<file path="src/design/mbe_pkg.sv">
`timescale 1ns / 1ps
`default_nettype none

package mbe_pkg;

    localparam int MAX_DIM     = 4096;
    localparam int DIM_W       = $clog2(MAX_DIM);       // counter / coordinate width
    localparam int CFG_DIM_W   = 13;                    // width/height register width
    localparam int CFG_W       = 13;                    // widest register
    localparam int CFG_IDX_W   = 3;
    localparam int PIX_PER_BYTE = 8;
    localparam int CNT_W       = $clog2(PIX_PER_BYTE + 1);
    localparam int QUEUE_DEPTH = 4;

    localparam logic [15:0] COLOR_SET       = 16'hFFFF;
    localparam logic [15:0] COLOR_CLEAR_565 = 16'h0000;
    localparam logic [15:0] COLOR_CLEAR_1555 = 16'h8000;

    typedef enum logic [CFG_IDX_W-1:0] {
        REG_COLOR_FORMAT = 3'd0,
        REG_IMAGE_WIDTH  = 3'd1,
        REG_IMAGE_HEIGHT = 3'd2,
        REG_PAD_BYTES    = 3'd3,
        REG_FLIP_ROWS    = 3'd4
    } reg_idx_t;

    // one classified source byte, handed from front to back
    typedef struct packed {
        logic [7:0]       src_bits;
        logic [CNT_W-1:0] pix_count;   // 1..8
        logic [DIM_W-1:0] col_start;
        logic [DIM_W-1:0] row_out;
        logic             frame_last;  // final pixel of this byte ends the frame
    } desc_t;

    function automatic logic [CFG_DIM_W-1:0] clamp_dim(input logic [CFG_DIM_W-1:0] v);
        logic [CFG_DIM_W-1:0] r;
        if (v == '0) begin
            r = CFG_DIM_W'(1);
        end else if (v > CFG_DIM_W'(MAX_DIM)) begin
            r = CFG_DIM_W'(MAX_DIM);
        end else begin
            r = v;
        end
        return r;
    endfunction

endpackage

`default_nettype wire

</file>
<file path="src/design/mbe_front.sv">
`timescale 1ns / 1ps
`default_nettype none

module mbe_front (
    input  wire logic                           aclk,
    input  wire logic                           aresetn,
    input  wire logic                           cfg_we,
    input  wire logic [mbe_pkg::CFG_IDX_W-1:0]  cfg_index,
    input  wire logic [mbe_pkg::CFG_W-1:0]      cfg_wdata,
    input  wire logic                           s_valid,
    output logic                                s_ready,
    input  wire logic [7:0]                     s_source_byte,
    output logic                                color_format,
    input  wire logic                           q_full,
    output logic                                q_push,
    output mbe_pkg::desc_t                      q_wdata
);

    localparam int DW  = mbe_pkg::DIM_W;
    localparam int CDW = mbe_pkg::CFG_DIM_W;

    logic           color_format_reg;
    logic [CDW-1:0] image_width_reg;
    logic [CDW-1:0] image_height_reg;
    logic [7:0]     pad_bytes_reg;
    logic           flip_rows_reg;

    logic [DW-1:0]  col_cnt_reg, col_cnt_next;
    logic [DW-1:0]  row_cnt_reg, row_cnt_next;
    logic [7:0]     pad_rem_reg, pad_rem_next;

    logic [CDW-1:0] w, h;
    logic [CDW-1:0] col_eff, row_eff;
    logic [CDW-1:0] remain, col_end, row_inc, row_flip;
    logic [mbe_pkg::CNT_W-1:0] n;
    logic           row_done, last_row, in_pad, accept;

    // configuration registers
    always_ff @(posedge aclk) begin
        if (!aresetn) begin
            color_format_reg <= 1'b0;
            image_width_reg  <= CDW'(8);
            image_height_reg <= CDW'(1);
            pad_bytes_reg    <= 8'd0;
            flip_rows_reg    <= 1'b0;
        end else if (cfg_we) begin
            case (mbe_pkg::reg_idx_t'(cfg_index))
                mbe_pkg::REG_COLOR_FORMAT: color_format_reg <= cfg_wdata[0];
                mbe_pkg::REG_IMAGE_WIDTH:  image_width_reg  <= cfg_wdata[CDW-1:0];
                mbe_pkg::REG_IMAGE_HEIGHT: image_height_reg <= cfg_wdata[CDW-1:0];
                mbe_pkg::REG_PAD_BYTES:    pad_bytes_reg    <= cfg_wdata[7:0];
                mbe_pkg::REG_FLIP_ROWS:    flip_rows_reg    <= cfg_wdata[0];
                default: ;
            endcase
        end
    end

    assign color_format = color_format_reg;

    always_comb begin
        w = mbe_pkg::clamp_dim(image_width_reg);
        h = mbe_pkg::clamp_dim(image_height_reg);
        // stale counters after reconfiguration restart at zero
        col_eff = ({1'b0, col_cnt_reg} >= w) ? '0 : {1'b0, col_cnt_reg};
        row_eff = ({1'b0, row_cnt_reg} >= h) ? '0 : {1'b0, row_cnt_reg};
        remain  = w - col_eff;
        n       = (remain > CDW'(mbe_pkg::PIX_PER_BYTE)) ?
                  mbe_pkg::CNT_W'(mbe_pkg::PIX_PER_BYTE) : remain[mbe_pkg::CNT_W-1:0];
        col_end  = col_eff + CDW'(n);
        row_done = (col_end >= w);
        last_row = (row_eff == h - CDW'(1));
        row_inc  = row_eff + CDW'(1);
        row_flip = h - CDW'(1) - row_eff;
    end

    assign in_pad  = (pad_rem_reg != 8'd0);
    assign s_ready = in_pad || !q_full;
    assign accept  = s_valid && s_ready;
    assign q_push  = accept && !in_pad;

    always_comb begin
        q_wdata.src_bits   = s_source_byte;
        q_wdata.pix_count  = n;
        q_wdata.col_start  = col_eff[DW-1:0];
        q_wdata.row_out    = flip_rows_reg ? row_flip[DW-1:0] : row_eff[DW-1:0];
        q_wdata.frame_last = last_row && row_done;
    end

    always_comb begin
        col_cnt_next = col_cnt_reg;
        row_cnt_next = row_cnt_reg;
        pad_rem_next = pad_rem_reg;
        if (accept) begin
            if (in_pad) begin
                pad_rem_next = pad_rem_reg - 8'd1;
            end else if (row_done) begin
                col_cnt_next = '0;
                pad_rem_next = pad_bytes_reg;
                row_cnt_next = (row_inc >= h) ? '0 : row_inc[DW-1:0];
            end else begin
                col_cnt_next = col_end[DW-1:0];
                row_cnt_next = row_eff[DW-1:0];
            end
        end
    end

    always_ff @(posedge aclk) begin
        if (!aresetn) begin
            col_cnt_reg <= '0;
            row_cnt_reg <= '0;
            pad_rem_reg <= '0;
        end else begin
            col_cnt_reg <= col_cnt_next;
            row_cnt_reg <= row_cnt_next;
            pad_rem_reg <= pad_rem_next;
        end
    end

endmodule

`default_nettype wire

</file>
<file path="src/design/mbe_queue.sv">
`timescale 1ns / 1ps
`default_nettype none

module mbe_queue (
    input  wire logic           aclk,
    input  wire logic           aresetn,
    input  wire logic           push,
    input  wire mbe_pkg::desc_t wdata,
    output logic                full,
    input  wire logic           pop,
    output logic                not_empty,
    output mbe_pkg::desc_t      rdata
);

    localparam int DEPTH = mbe_pkg::QUEUE_DEPTH;
    localparam int PTR_W = $clog2(DEPTH);
    localparam int CNT_W = $clog2(DEPTH + 1);

    mbe_pkg::desc_t   mem [DEPTH];
    logic [PTR_W-1:0] wr_ptr_reg, wr_ptr_next;
    logic [PTR_W-1:0] rd_ptr_reg, rd_ptr_next;
    logic [CNT_W-1:0] count_reg, count_next;
    logic             do_push, do_pop;

    assign full      = (count_reg == CNT_W'(DEPTH));
    assign not_empty = (count_reg != '0);
    assign do_push   = push && !full;
    assign do_pop    = pop && not_empty;
    assign rdata     = mem[rd_ptr_reg];

    always_comb begin
        wr_ptr_next = wr_ptr_reg;
        rd_ptr_next = rd_ptr_reg;
        count_next  = count_reg;
        if (do_push) begin
            wr_ptr_next = (wr_ptr_reg == PTR_W'(DEPTH - 1)) ? '0 : wr_ptr_reg + PTR_W'(1);
        end
        if (do_pop) begin
            rd_ptr_next = (rd_ptr_reg == PTR_W'(DEPTH - 1)) ? '0 : rd_ptr_reg + PTR_W'(1);
        end
        if (do_push && !do_pop) begin
            count_next = count_reg + CNT_W'(1);
        end else if (do_pop && !do_push) begin
            count_next = count_reg - CNT_W'(1);
        end
    end

    always_ff @(posedge aclk) begin
        if (do_push) begin
            mem[wr_ptr_reg] <= wdata;
        end
    end

    always_ff @(posedge aclk) begin
        if (!aresetn) begin
            wr_ptr_reg <= '0;
            rd_ptr_reg <= '0;
            count_reg  <= '0;
        end else begin
            wr_ptr_reg <= wr_ptr_next;
            rd_ptr_reg <= rd_ptr_next;
            count_reg  <= count_next;
        end
    end

endmodule

`default_nettype wire

</file>
<file path="src/design/mbe_back.sv">
`timescale 1ns / 1ps
`default_nettype none

module mbe_back (
    input  wire logic                       aclk,
    input  wire logic                       aresetn,
    input  wire logic                       color_format,
    input  wire logic                       q_not_empty,
    input  wire mbe_pkg::desc_t             q_rdata,
    output logic                            q_pop,
    output logic                            m_valid,
    input  wire logic                       m_ready,
    output logic [15:0]                     m_pixel_value,
    output logic [mbe_pkg::DIM_W-1:0]       m_dest_row,
    output logic [mbe_pkg::DIM_W-1:0]       m_dest_col,
    output logic                            m_last_of_byte,
    output logic                            m_frame_end
);

    localparam int DW = mbe_pkg::DIM_W;
    localparam int NW = mbe_pkg::CNT_W;

    // pixel engine: walks one descriptor a pixel per cycle while the output register is free
    logic          eng_active_reg, eng_active_next;
    logic [7:0]    eng_bits_reg, eng_bits_next;
    logic [NW-1:0] eng_left_reg, eng_left_next;
    logic [DW-1:0] eng_col_reg, eng_col_next;
    logic [DW-1:0] eng_row_reg, eng_row_next;
    logic          eng_fl_reg, eng_fl_next;

    logic          m_valid_reg, m_valid_next;
    logic [15:0]   pix_reg, pix_next;
    logic [DW-1:0] row_reg, row_next;
    logic [DW-1:0] col_reg, col_next;
    logic          lob_reg, lob_next;
    logic          fe_reg, fe_next;

    logic out_free, emit, eng_done, eng_last;

    assign out_free = !m_valid_reg || m_ready;
    assign emit     = eng_active_reg && out_free;
    assign eng_last = (eng_left_reg == NW'(1));
    assign eng_done = emit && eng_last;
    assign q_pop    = q_not_empty && (!eng_active_reg || eng_done);

    always_comb begin
        eng_active_next = eng_active_reg;
        eng_bits_next   = eng_bits_reg;
        eng_left_next   = eng_left_reg;
        eng_col_next    = eng_col_reg;
        eng_row_next    = eng_row_reg;
        eng_fl_next     = eng_fl_reg;
        if (q_pop) begin
            eng_active_next = 1'b1;
            eng_bits_next   = q_rdata.src_bits;
            eng_left_next   = q_rdata.pix_count;
            eng_col_next    = q_rdata.col_start;
            eng_row_next    = q_rdata.row_out;
            eng_fl_next     = q_rdata.frame_last;
        end else if (eng_done) begin
            eng_active_next = 1'b0;
        end else if (emit) begin
            eng_bits_next = {eng_bits_reg[6:0], 1'b0};
            eng_left_next = eng_left_reg - NW'(1);
            eng_col_next  = eng_col_reg + DW'(1);
        end
    end

    always_comb begin
        m_valid_next = m_valid_reg;
        pix_next     = pix_reg;
        row_next     = row_reg;
        col_next     = col_reg;
        lob_next     = lob_reg;
        fe_next      = fe_reg;
        if (out_free) begin
            m_valid_next = eng_active_reg;
            pix_next     = eng_bits_reg[7] ? mbe_pkg::COLOR_SET :
                           (color_format ? mbe_pkg::COLOR_CLEAR_1555
                                         : mbe_pkg::COLOR_CLEAR_565);
            row_next     = eng_row_reg;
            col_next     = eng_col_reg;
            lob_next     = eng_last;
            fe_next      = eng_last && eng_fl_reg;
        end
    end

    always_ff @(posedge aclk) begin
        if (!aresetn) begin
            eng_active_reg <= 1'b0;
            m_valid_reg    <= 1'b0;
        end else begin
            eng_active_reg <= eng_active_next;
            m_valid_reg    <= m_valid_next;
        end
    end

    always_ff @(posedge aclk) begin
        eng_bits_reg <= eng_bits_next;
        eng_left_reg <= eng_left_next;
        eng_col_reg  <= eng_col_next;
        eng_row_reg  <= eng_row_next;
        eng_fl_reg   <= eng_fl_next;
        pix_reg      <= pix_next;
        row_reg      <= row_next;
        col_reg      <= col_next;
        lob_reg      <= lob_next;
        fe_reg       <= fe_next;
    end

    assign m_valid        = m_valid_reg;
    assign m_pixel_value  = pix_reg;
    assign m_dest_row     = row_reg;
    assign m_dest_col     = col_reg;
    assign m_last_of_byte = lob_reg;
    assign m_frame_end    = fe_reg;

endmodule

`default_nettype wire

</file>
<file path="src/design/mono_bitmap_expander.sv">
// Expands a stream of 1-bit-per-pixel source bytes (MSB first) into 16-bit pixels.
// Input channel s_*: one source byte per transaction. Output channel m_*: one pixel
// per transaction with its destination row/column, a last-of-byte flag and a
// frame-end flag on the last pixel of the last row.
// Configuration: cfg_we/cfg_index/cfg_wdata write color format, width, height,
// pad bytes and row flip; write only while the block is idle.
// A byte passes through the queue, the pixel engine and the output register before its first pixel is valid.
// Throughput: a data byte occupies the pixel engine until it has yielded its n pixels (n = 8
// except at the end of a row), so while m_ready stays high the output runs at one pixel per
// cycle; pad bytes are accepted without using the queue and produce nothing.
// The front classifier and the pixel engine are decoupled by a 4-entry queue, so
// input is taken while earlier bytes are still being expanded.
// Reset (aresetn low, synchronous) restores default configuration, clears the
// row/column/pad counters and empties the queue and output register.
// When m_ready is low the output holds; the queue fills and s_ready then drops.
`timescale 1ns / 1ps
`default_nettype none

module mono_bitmap_expander (
    input  wire logic                           aclk,
    input  wire logic                           aresetn,
    input  wire logic                           cfg_we,
    input  wire logic [mbe_pkg::CFG_IDX_W-1:0]  cfg_index,
    input  wire logic [mbe_pkg::CFG_W-1:0]      cfg_wdata,
    input  wire logic                           s_valid,
    output logic                                s_ready,
    input  wire logic [7:0]                     s_source_byte,
    output logic                                m_valid,
    input  wire logic                           m_ready,
    output logic [15:0]                         m_pixel_value,
    output logic [mbe_pkg::DIM_W-1:0]           m_dest_row,
    output logic [mbe_pkg::DIM_W-1:0]           m_dest_col,
    output logic                                m_last_of_byte,
    output logic                                m_frame_end
);

    logic           color_format;
    logic           q_full, q_push, q_pop, q_not_empty;
    mbe_pkg::desc_t q_wdata, q_rdata;

    mbe_front u_front (
        .aclk          (aclk),
        .aresetn       (aresetn),
        .cfg_we        (cfg_we),
        .cfg_index     (cfg_index),
        .cfg_wdata     (cfg_wdata),
        .s_valid       (s_valid),
        .s_ready       (s_ready),
        .s_source_byte (s_source_byte),
        .color_format  (color_format),
        .q_full        (q_full),
        .q_push        (q_push),
        .q_wdata       (q_wdata)
    );

    mbe_queue u_queue (
        .aclk      (aclk),
        .aresetn   (aresetn),
        .push      (q_push),
        .wdata     (q_wdata),
        .full      (q_full),
        .pop       (q_pop),
        .not_empty (q_not_empty),
        .rdata     (q_rdata)
    );

    mbe_back u_back (
        .aclk           (aclk),
        .aresetn        (aresetn),
        .color_format   (color_format),
        .q_not_empty    (q_not_empty),
        .q_rdata        (q_rdata),
        .q_pop          (q_pop),
        .m_valid        (m_valid),
        .m_ready        (m_ready),
        .m_pixel_value  (m_pixel_value),
        .m_dest_row     (m_dest_row),
        .m_dest_col     (m_dest_col),
        .m_last_of_byte (m_last_of_byte),
        .m_frame_end    (m_frame_end)
    );

endmodule

`default_nettype wire
</file>
<file path="config.mk">
export PLATFORM = sky130hd
export DESIGN_NAME = mono_bitmap_expander
export DESIGN_NICKNAME = d
export VERILOG_FILES = /design/src/design/mbe_pkg.sv /design/src/design/mbe_front.sv /design/src/design/mbe_queue.sv /design/src/design/mbe_back.sv /design/src/design/mono_bitmap_expander.sv
export SDC_FILE = /design/constraint.sdc
export NUM_CORES = 1
export LEC_CHECK = 0
export BUFFER_PORTS_ARGS = -buffer_cell sky130_fd_sc_hd__buf_4
export CAP_MARGIN = 20
export CORE_MARGIN = 10
export CORE_UTILIZATION = 40
export DETAILED_ROUTE_END_ITERATION = 12
export GPL_TIMING_DRIVEN = 0
export SLEW_MARGIN = 20
export SYNTH_ARGS = -nofsm -noshare
export SYNTH_HDL_FRONTEND = slang
export SYNTH_SLANG_ARGS = --single-unit
</file>
<file path="constraint.sdc">
create_clock -name aclk -period 25.2 [get_ports aclk]
set_input_delay 0 -clock aclk [delete_from_list [all_inputs] [get_ports aclk]]
set_output_delay 0 -clock aclk [all_outputs]
set_load 0.01 [all_outputs]
</file>
==> reports/qor.csv, run 1 <==
stage,metric,value,unit
timing,Worst-Margin Slew,1.12,ns
finish,Largest register FFs,148,
logic_synthesis,post-synthesis sequential area ratio,0.543,
critical_path,critical path endpoint category,register,
route,Vias/cell,5.34,
floorplanning,I/O pin cnt,73,
clock_network,"Clk pin slew, worst setup/hold paths",0.06,ns
clock_network,post-CTS setup buffers,0,
logic_synthesis,cell count after synthesis,1291,
route,Post-Route WL,34000,um
critical_path,Worst R2R End,u_front.pad_rem_reg[4]$_SDFFE_PN0P_,
route,Vias,10300,
critical_path,CP Launch Type,register,
job,max_cap viols,0,
timing,RSZ-0062 raised after global routing,false,
timing,Worst Skew,0.0190,ns
logic_synthesis,"Primary FF master, synth",edfxtp_1,
min_path,WHS Path Cells,2,
global_routing,largest net degree at the start of global routing,29,
critical_path,"Top cell by count, worst path",ha_1,
timing,final setup margin,14.54,ns
min_path,worst hold-check path type,input port to register,
clock_network,hold_buf cts,35,
global_routing,global route total overflow,0,
clock_network,post-CTS sizing,0,
clock_network,clk buf depth,3,
floorplanning,num rows,70,
critical_path,worst stage delay on the critical path,0.51,ns
place,routability cong.,0.897,
critical_path,r2r startpoint,u_front.image_width_reg[4]$_SDFFE_PN0P_,
floorplanning,Die Y,212,um
global_routing,GRT Total Usage,0.150,
critical_path,slowest cell on the critical path,nor4b_2,
timing,achievable frequency,0.0938,GHz
place,HPWL Detailed,25100,um
power_and_ir_drop,leakage power,6.58,nW
place,Port-buffer cells,72,
global_routing,antenna violations before repair,0,
finish,"non-filler cells, final",1929,
global_routing,first-pass GRT wire length,54400,um
finish,share of layout cells above drive strength 1,0.151,
logic_synthesis,Yosys reg bits,292,
logic_synthesis,Mean Syn Cell Area,11.4,sq um
clock_network,clock buffer count from CTS,31,
route,Iteration-0 DRC Markers,587,
finish,"Net count, final",1558,
logic_synthesis,synth unique cells,75,
critical_path,Reg2Reg Setup Slack,14.54,ns
clock_network,CTS Root Cell,clkbuf_16,
route,DRC Markers,0,
critical_path,CP Data Required Time,25.64,ns
timing,Final Setup Violations,0,
critical_path,Crit path arrival time,11.10,ns
timing,Final Critical Period,10.66,ns
critical_path,Setup Crit Path Kind,register to register,
power_and_ir_drop,Pwr Density,92.5,nW/um^2
critical_path,Crit Path Max Fanout,10,
logic_synthesis,Synth Cell Area,14700,sq um
min_path,Hold Path End,u_queue.mem[3][34]$_DFFE_PP_,
floorplanning,Die Area,44800,sq um
timing,Pins Over Slew Limit,0,
finish,Layout area overhead,17.5,%
floorplanning,Initial Util,0.403,
clock_network,CTS H-tree lvls,1,
place,pre-CTS WS,14.84,ns
logic_synthesis,"EDFF count, synth",213,
route,drt wl/cell,17.6,um
route,router iterations before antenna repair,5,
timing,Max transition margin,0.250,
finish,antenna cells,0,
route,ANT nets after route,0,
place,Placed Cells incl. Taps,1836,
logic_synthesis,Syn Nets,1412,
clock_network,clock latency on the worst-skew pair,0.56,ns
power_and_ir_drop,overall power,1.60,mW
global_routing,vias in the first global route,10300,
critical_path,Worst Reg-to-Reg Cells,40,
logic_synthesis,Yosys warning count,0,
power_and_ir_drop,peak supply drop,0.0495,mV
clock_network,CTS tree,yes,
timing,TNS Setup,0,ns
run_status,outcome,"complete, no violations",
floorplanning,Die W,212,um
timing,period utilization,0.423,
floorplanning,CORE AREA,36400,sq um
min_path,hold path start,s_source_byte[5],
logic_synthesis,Synth async-reset ratio,0,
clock_network,CTS sink count,292,
timing,Final Hold Vio Count,0,
metrics by stage:
stage / hold slack [ns] / utilization / area [sq um]
floorplan: 0.0989 / - / 14700
global placement: 0.206 / 0.434 / 15800
detailed placement: 0.211 / 0.438 / 16000
CTS: 0.187 / 0.474 / 17300
global route: 0.216 / 0.474 / 17300
finish: 0.202 / 0.474 / 17300
metal layers:
layer | GRT usage | up-vias | share of wire
li1 | - | 5029 | -
met1 | 0.204 | 4990 | 0.46
met2 | 0.243 | 243 | 0.46
met3 | 0.0272 | 43 | 0.064
met4 | 0.0340 | 0 | 0.015
met5 | 0 | - | 0
cells in the mapped netlist, drive strengths merged (7+ instances only):
master / number / area [sq um]
a211oi: 8 / 60.1
a21o: 12 / 90.1
a21oi: 103 / 515
a31oi: 8 / 50.1
and2: 8 / 50.1
and3: 17 / 108
buf: 28 / 178
clkbuf: 33 / 124
dfxtp: 79 / 1580
edfxtp: 213 / 6400
ha: 88 / 1100
inv: 65 / 244
mux2: 8 / 90.1
mux2i: 10 / 100
mux4: 37 / 833
nand2: 182 / 691
nand2b: 9 / 58.8
nand3: 36 / 185
nand4: 8 / 50.1
nor2: 81 / 304
nor2b: 10 / 62.6
nor3: 30 / 150
nor4: 13 / 126
o211ai: 7 / 52.6
o21a: 9 / 67.6
o21ai: 59 / 310
or3: 16 / 105
xnor2: 25 / 219
xor2: 20 / 175
worst max-delay path: cells and delay by family (launching register included):
family	cells	cell delay [ns]
buffers and inverters	4	0.72
AND/OR/NAND/NOR	16	4.01
flip-flops	1	0.32
XOR/XNOR	1	0.19
AO/OA/AOI/OAI	14	3.61
adder cells (fa/ha/maj)	5	1.66
worst max path at each step:
stage / from / endpoint / slack [ns] / cells past startpoint
global route: u_front.image_width_reg[1]$_SDFFE_PN0P_ / u_front.pad_rem_reg[4]$_SDFFE_PN0P_ / 13.73 / 40
global placement: u_front.image_width_reg[4]$_SDFFE_PN0P_ / u_front.row_cnt_reg[10]$_SDFFE_PN0P_ / 14.49 / 38
floorplan: u_front.image_width_reg[4]$_SDFFE_PN0P_ / u_front.pad_rem_reg[4]$_SDFFE_PN0P_ / 16.82 / 39
finish: u_front.image_width_reg[4]$_SDFFE_PN0P_ / u_front.pad_rem_reg[4]$_SDFFE_PN0P_ / 14.54 / 40
detailed placement: u_front.image_width_reg[4]$_SDFFE_PN0P_ / u_front.pad_rem_reg[4]$_SDFFE_PN0P_ / 14.84 / 40
CTS: u_front.image_width_reg[4]$_SDFFE_PN0P_ / u_front.pad_rem_reg[4]$_SDFFE_PN0P_ / 14.78 / 40
power by group:
part | internal [mW] | switching [mW] | leakage [nW]
Combinational | 0.226 | 0.265 | 3.42
Sequential | 0.641 | 0.0445 | 2.70
Clock | 0.244 | 0.177 | 0.459
layout make-up:
| class | count | area, sq um |
|---|---|---|
| tap | 468 | 586 |
| timing repair buffer | 113 | 1020 |
| inverter | 66 | 249 |
| clock buffer | 42 | 847 |
| fill | 3316 | 19200 |
| buffer | 61 | 302 |
| clock inverter | 15 | 97.6 |
| sequential | 292 | 7980 |
| multi-input combinational | 872 | 6190 |
cell usage in the layout, fill, tap and decap left out, drive strengths merged, types with 12 or more instances in the layout:
cell type | netlist | final
a21o | 12 | 12
a21oi | 103 | 103
and3 | 17 | 17
buf | 28 | 106
clkbuf | 33 | 75
clkinv | 1 | 13
dfxtp | 79 | 79
dlygate4sd3 | 0 | 35
edfxtp | 213 | 213
ha | 88 | 88
inv | 65 | 65
mux4 | 37 | 37
nand2 | 182 | 182
nand3 | 36 | 36
nor2 | 81 | 81
nor3 | 30 | 30
nor4 | 13 | 13
o21ai | 59 | 59
or3 | 16 | 16
xnor2 | 25 | 25
xor2 | 20 | 20
kinds of logic (layout without fill, tap and decap cells):
| kind of cell | Yosys count | in the layout | share of synthesized area |
|---|---|---|---|
| and+or+nand+nor | 433 | 433 | 0.141 |
| muxes | 55 | 55 | 0.0697 |
| adders and majority gates | 92 | 92 | 0.0804 |
| AOI/OAI and AO/OA | 247 | 247 | 0.102 |
| DFF | 292 | 292 | 0.543 |
| xor gates and xnor gates | 45 | 45 | 0.0268 |
| buffers and inverters | 127 | 297 | 0.0375 |
Power figures use the tool's default switching activity.
==> run 2: changes to the inputs <==
==> constraint.sdc (replaced) <==
create_clock -name aclk -period 10.9 [get_ports aclk]
set_input_delay 0 -clock aclk [delete_from_list [all_inputs] [get_ports aclk]]
set_output_delay 0 -clock aclk [all_outputs]
set_load 0.01 [all_outputs]
==> reports/qor.csv, run 2 (synthesis results as in run 1) <==
stage,metric,value,unit,change
finish,Layout area overhead,17.6,%,about the same
global_routing,antenna violations before repair,0,,unchanged
critical_path,"Largest delay share family, worst path",simple AND/OR/NAND/NOR gates,,
min_path,hold path start,s_source_byte[5],,
floorplanning,Die Area,44800,sq um,unchanged
critical_path,CP Data Required Time,11.34,ns,-14.30 ns
clock_network,CTS sink count,292,,unchanged
timing,Final Hold Vio Count,0,,unchanged
power_and_ir_drop,peak supply drop,0.114,mV,+130%
clock_network,clk buf depth,3,,unchanged
power_and_ir_drop,combinational share of power,0.308,,about the same
route,Post-Route WL,33900,um,about the same
min_path,Hold Path End,u_queue.mem[3][34]$_DFFE_PP_,,
job,max_cap viols,0,,unchanged
clock_network,post-CTS setup buffers,0,,unchanged
floorplanning,Die Y,212,um,unchanged
power_and_ir_drop,Clk pwr share,0.263,,about the same
place,routability cong.,0.897,,unchanged
power_and_ir_drop,leakage power,6.60,nW,+0.25%
clock_network,clock latency on the worst-skew pair,0.55,ns,about the same
route,Vias,10300,,-0.049%
global_routing,grt met3 use,0.0272,,unchanged
power_and_ir_drop,Seq pwr share,0.429,,about the same
finish,Largest register FFs,148,,unchanged
floorplanning,num rows,70,,unchanged
critical_path,crit path buf inv count,4,,unchanged
critical_path,Worst R2R End,u_front.pad_rem_reg[4]$_SDFFE_PN0P_,,
global_routing,met1 Track Usage GR,0.204,,unchanged
place,Placed Area,16000,sq um,unchanged
critical_path,r2r startpoint,u_front.image_width_reg[4]$_SDFFE_PN0P_,,
clock_network,clock buffer count from CTS,31,,unchanged
critical_path,critical path endpoint category,register,,
finish,Final Util,0.474,,about the same
timing,Worst Skew,0.0180,ns,-0.00109 ns
clock_network,CTS tree,yes,,
floorplanning,Die W,212,um,unchanged
global_routing,vias in the first global route,10300,,unchanged
place,Port-buffer cells,72,,unchanged
finish,fin area,17300,sq um,about the same
global_routing,met2 Usage GRT,0.243,,unchanged
global_routing,GRT Total Usage,0.150,,unchanged
floorplanning,CORE AREA,36400,sq um,unchanged
critical_path,Crit Path Max Fanout,10,,unchanged
global_routing,most used routing layer,met2,,
timing,period utilization,0.923,,+0.500
timing,RSZ-0062 raised after global routing,false,,
finish,"commonest non-fill, non-tap cell in the layout",edfxtp_1,,
timing,Max transition margin,0.251,,+0.00155
power_and_ir_drop,cell-internal power,2.57,mW,+130%
timing,Worst-Margin Slew,1.11,ns,-0.00230 ns
route,ANT nets after route,0,,unchanged
finish,"Net count, final",1558,,unchanged
timing,Pins Over Slew Limit,0,,unchanged
power_and_ir_drop,switching share of power,0.305,,about the same
critical_path,worst stage delay on the critical path,0.49,ns,-0.02 ns
power_and_ir_drop,NetSw,1.13,mW,+130%
floorplanning,I/O pin cnt,73,,unchanged
finish,antenna cells,0,,unchanged
min_path,WHS Path Cells,2,,unchanged
place,Placed Cells incl. Taps,1836,,unchanged
route,drt wl/cell,17.6,um,about the same
timing,TNS Setup,0,ns,unchanged
clock_network,"Clk pin slew, worst setup/hold paths",0.06,ns,about the same
critical_path,Worst Reg-to-Reg Cells,39,,-2.5%
clock_network,CTS Root Cell,clkbuf_16,,
min_path,worst hold-check path type,input port to register,,
timing,Final Critical Period,10.06,ns,-0.593 ns
route,router iterations before antenna repair,5,,unchanged
floorplanning,Initial Util,0.403,,unchanged
timing,final hold slack,0.204,ns,+0.00127 ns
critical_path,Crit path arrival time,10.50,ns,-0.60 ns
route,Vias/cell,5.34,,about the same
timing,achievable frequency,0.0994,GHz,+5.9%
finish,most frequent cells in the layout,"213 x edfxtp_1, 181 x nand2_1, 102 x a21oi_1",,
critical_path,CP Launch Type,register,,
finish,share of layout cells above drive strength 1,0.153,,+0.00137
route,Iteration-0 DRC Markers,598,,+1.9%
global_routing,global route total overflow,0,,unchanged
finish,"non-filler cells, final",1929,,unchanged
power_and_ir_drop,Pwr Density,214,nW/um^2,+130%
global_routing,first-pass GRT wire length,54400,um,unchanged
run_status,outcome,"complete, no violations",,
place,HPWL Detailed,25100,um,unchanged
timing,Final Setup Violations,0,,unchanged
critical_path,Setup Crit Path Kind,register to register,,
critical_path,Reg2Reg Setup Slack,0.84,ns,-13.71 ns
route,DRC Markers,0,,unchanged
critical_path,slowest cell on the critical path,fa_1,,
clock_network,CTS H-tree lvls,1,,unchanged
global_routing,largest net degree at the start of global routing,29,,unchanged
[run 2: changes by cell type in the layout (fill, tap and decap cells not counted)]
cell      change
clkbuf_1      -1
nor4b_2       -1
o21ai_1       +1
o21bai_2      +1
o21ai_0       -1
o21bai_1      -1
nor4b_4       +1
clkbuf_2      +1
[run 2: worst max-delay path by stage]
| stage | startpoint | to | slack [ns] | cells past startpoint |
|---|---|---|---|---|
| final | u_front.image_width_reg[4]$_SDFFE_PN0P_ | u_front.pad_rem_reg[4]$_SDFFE_PN0P_ | 0.84 | 39 |
| after global routing | u_front.image_width_reg[1]$_SDFFE_PN0P_ | u_front.pad_rem_reg[4]$_SDFFE_PN0P_ | 0.03 | 40 |
| after CTS | u_front.image_width_reg[4]$_SDFFE_PN0P_ | u_front.pad_rem_reg[4]$_SDFFE_PN0P_ | 0.48 | 40 |
| after detailed placement | u_front.image_width_reg[4]$_SDFFE_PN0P_ | u_front.pad_rem_reg[4]$_SDFFE_PN0P_ | 0.54 | 40 |
| after global placement | u_front.image_width_reg[4]$_SDFFE_PN0P_ | u_front.row_cnt_reg[10]$_SDFFE_PN0P_ | 0.19 | 38 |
| after floorplan | u_front.image_width_reg[4]$_SDFFE_PN0P_ | u_front.pad_rem_reg[4]$_SDFFE_PN0P_ | 2.52 | 39 |
[run 2: power groups by stage]
| stage | Combinational [mW] | Clock [mW] | Sequential [mW] |
|---|---|---|---|
| floorplan | 0.735 | 0 | 1.61 |
| global placement | 1.09 | 0 | 1.61 |
| detailed placement | 1.14 | 0 | 1.61 |
| CTS | 1.15 | 0.998 | 1.59 |
| global route | 1.26 | 1.04 | 1.61 |
| finish | 1.14 | 0.972 | 1.58 |
[run 2: worst reg2reg max path: cells and delay by family (launching register included)]
kind            cells  cell delay (ns)
simple gates       15             3.66
compound gates     14             3.34
fa+ha+maj           5             1.81
buf+inv             4             0.62
flops               1             0.32
xor+xnor            1             0.18
[run 2: final cells by class]
type	count	area [sq um]
clock buffers	42	847
well taps	468	586
repair buffers	113	1020
clock inverters	15	97.6
inverters	66	249
fillers	3314	19200
multi-input cells	872	6210
plain buffers	61	303
flip-flops and latches	292	7980
[run 2: per-stage QoR]
step / setup WS (ns) / power [mW]
finish: 0.835 / 3.69
global route: 0.0292 / 3.91
CTS: 0.478 / 3.73
detailed placement: 0.540 / 2.75
global placement: 0.191 / 2.70
floorplan: 2.52 / 2.34
[run 2: routing by layer]
layer | up-vias | share of wire | wire, um
met5 | - | 0 | 0
met4 | 0 | 0.015 | 520
met3 | 43 | 0.066 | 2240
met2 | 246 | 0.46 | 15600
met1 | 4976 | 0.46 | 15500
li1 | 5035 | - | -
[run 2: repair_timing]
action / in CTS / in global routing
hold buffers: 35 / 0
endpoints found under the setup margin: 0 / 30
hold endpoints to repair: 85 / 0
gates resized for setup: 0 / 5
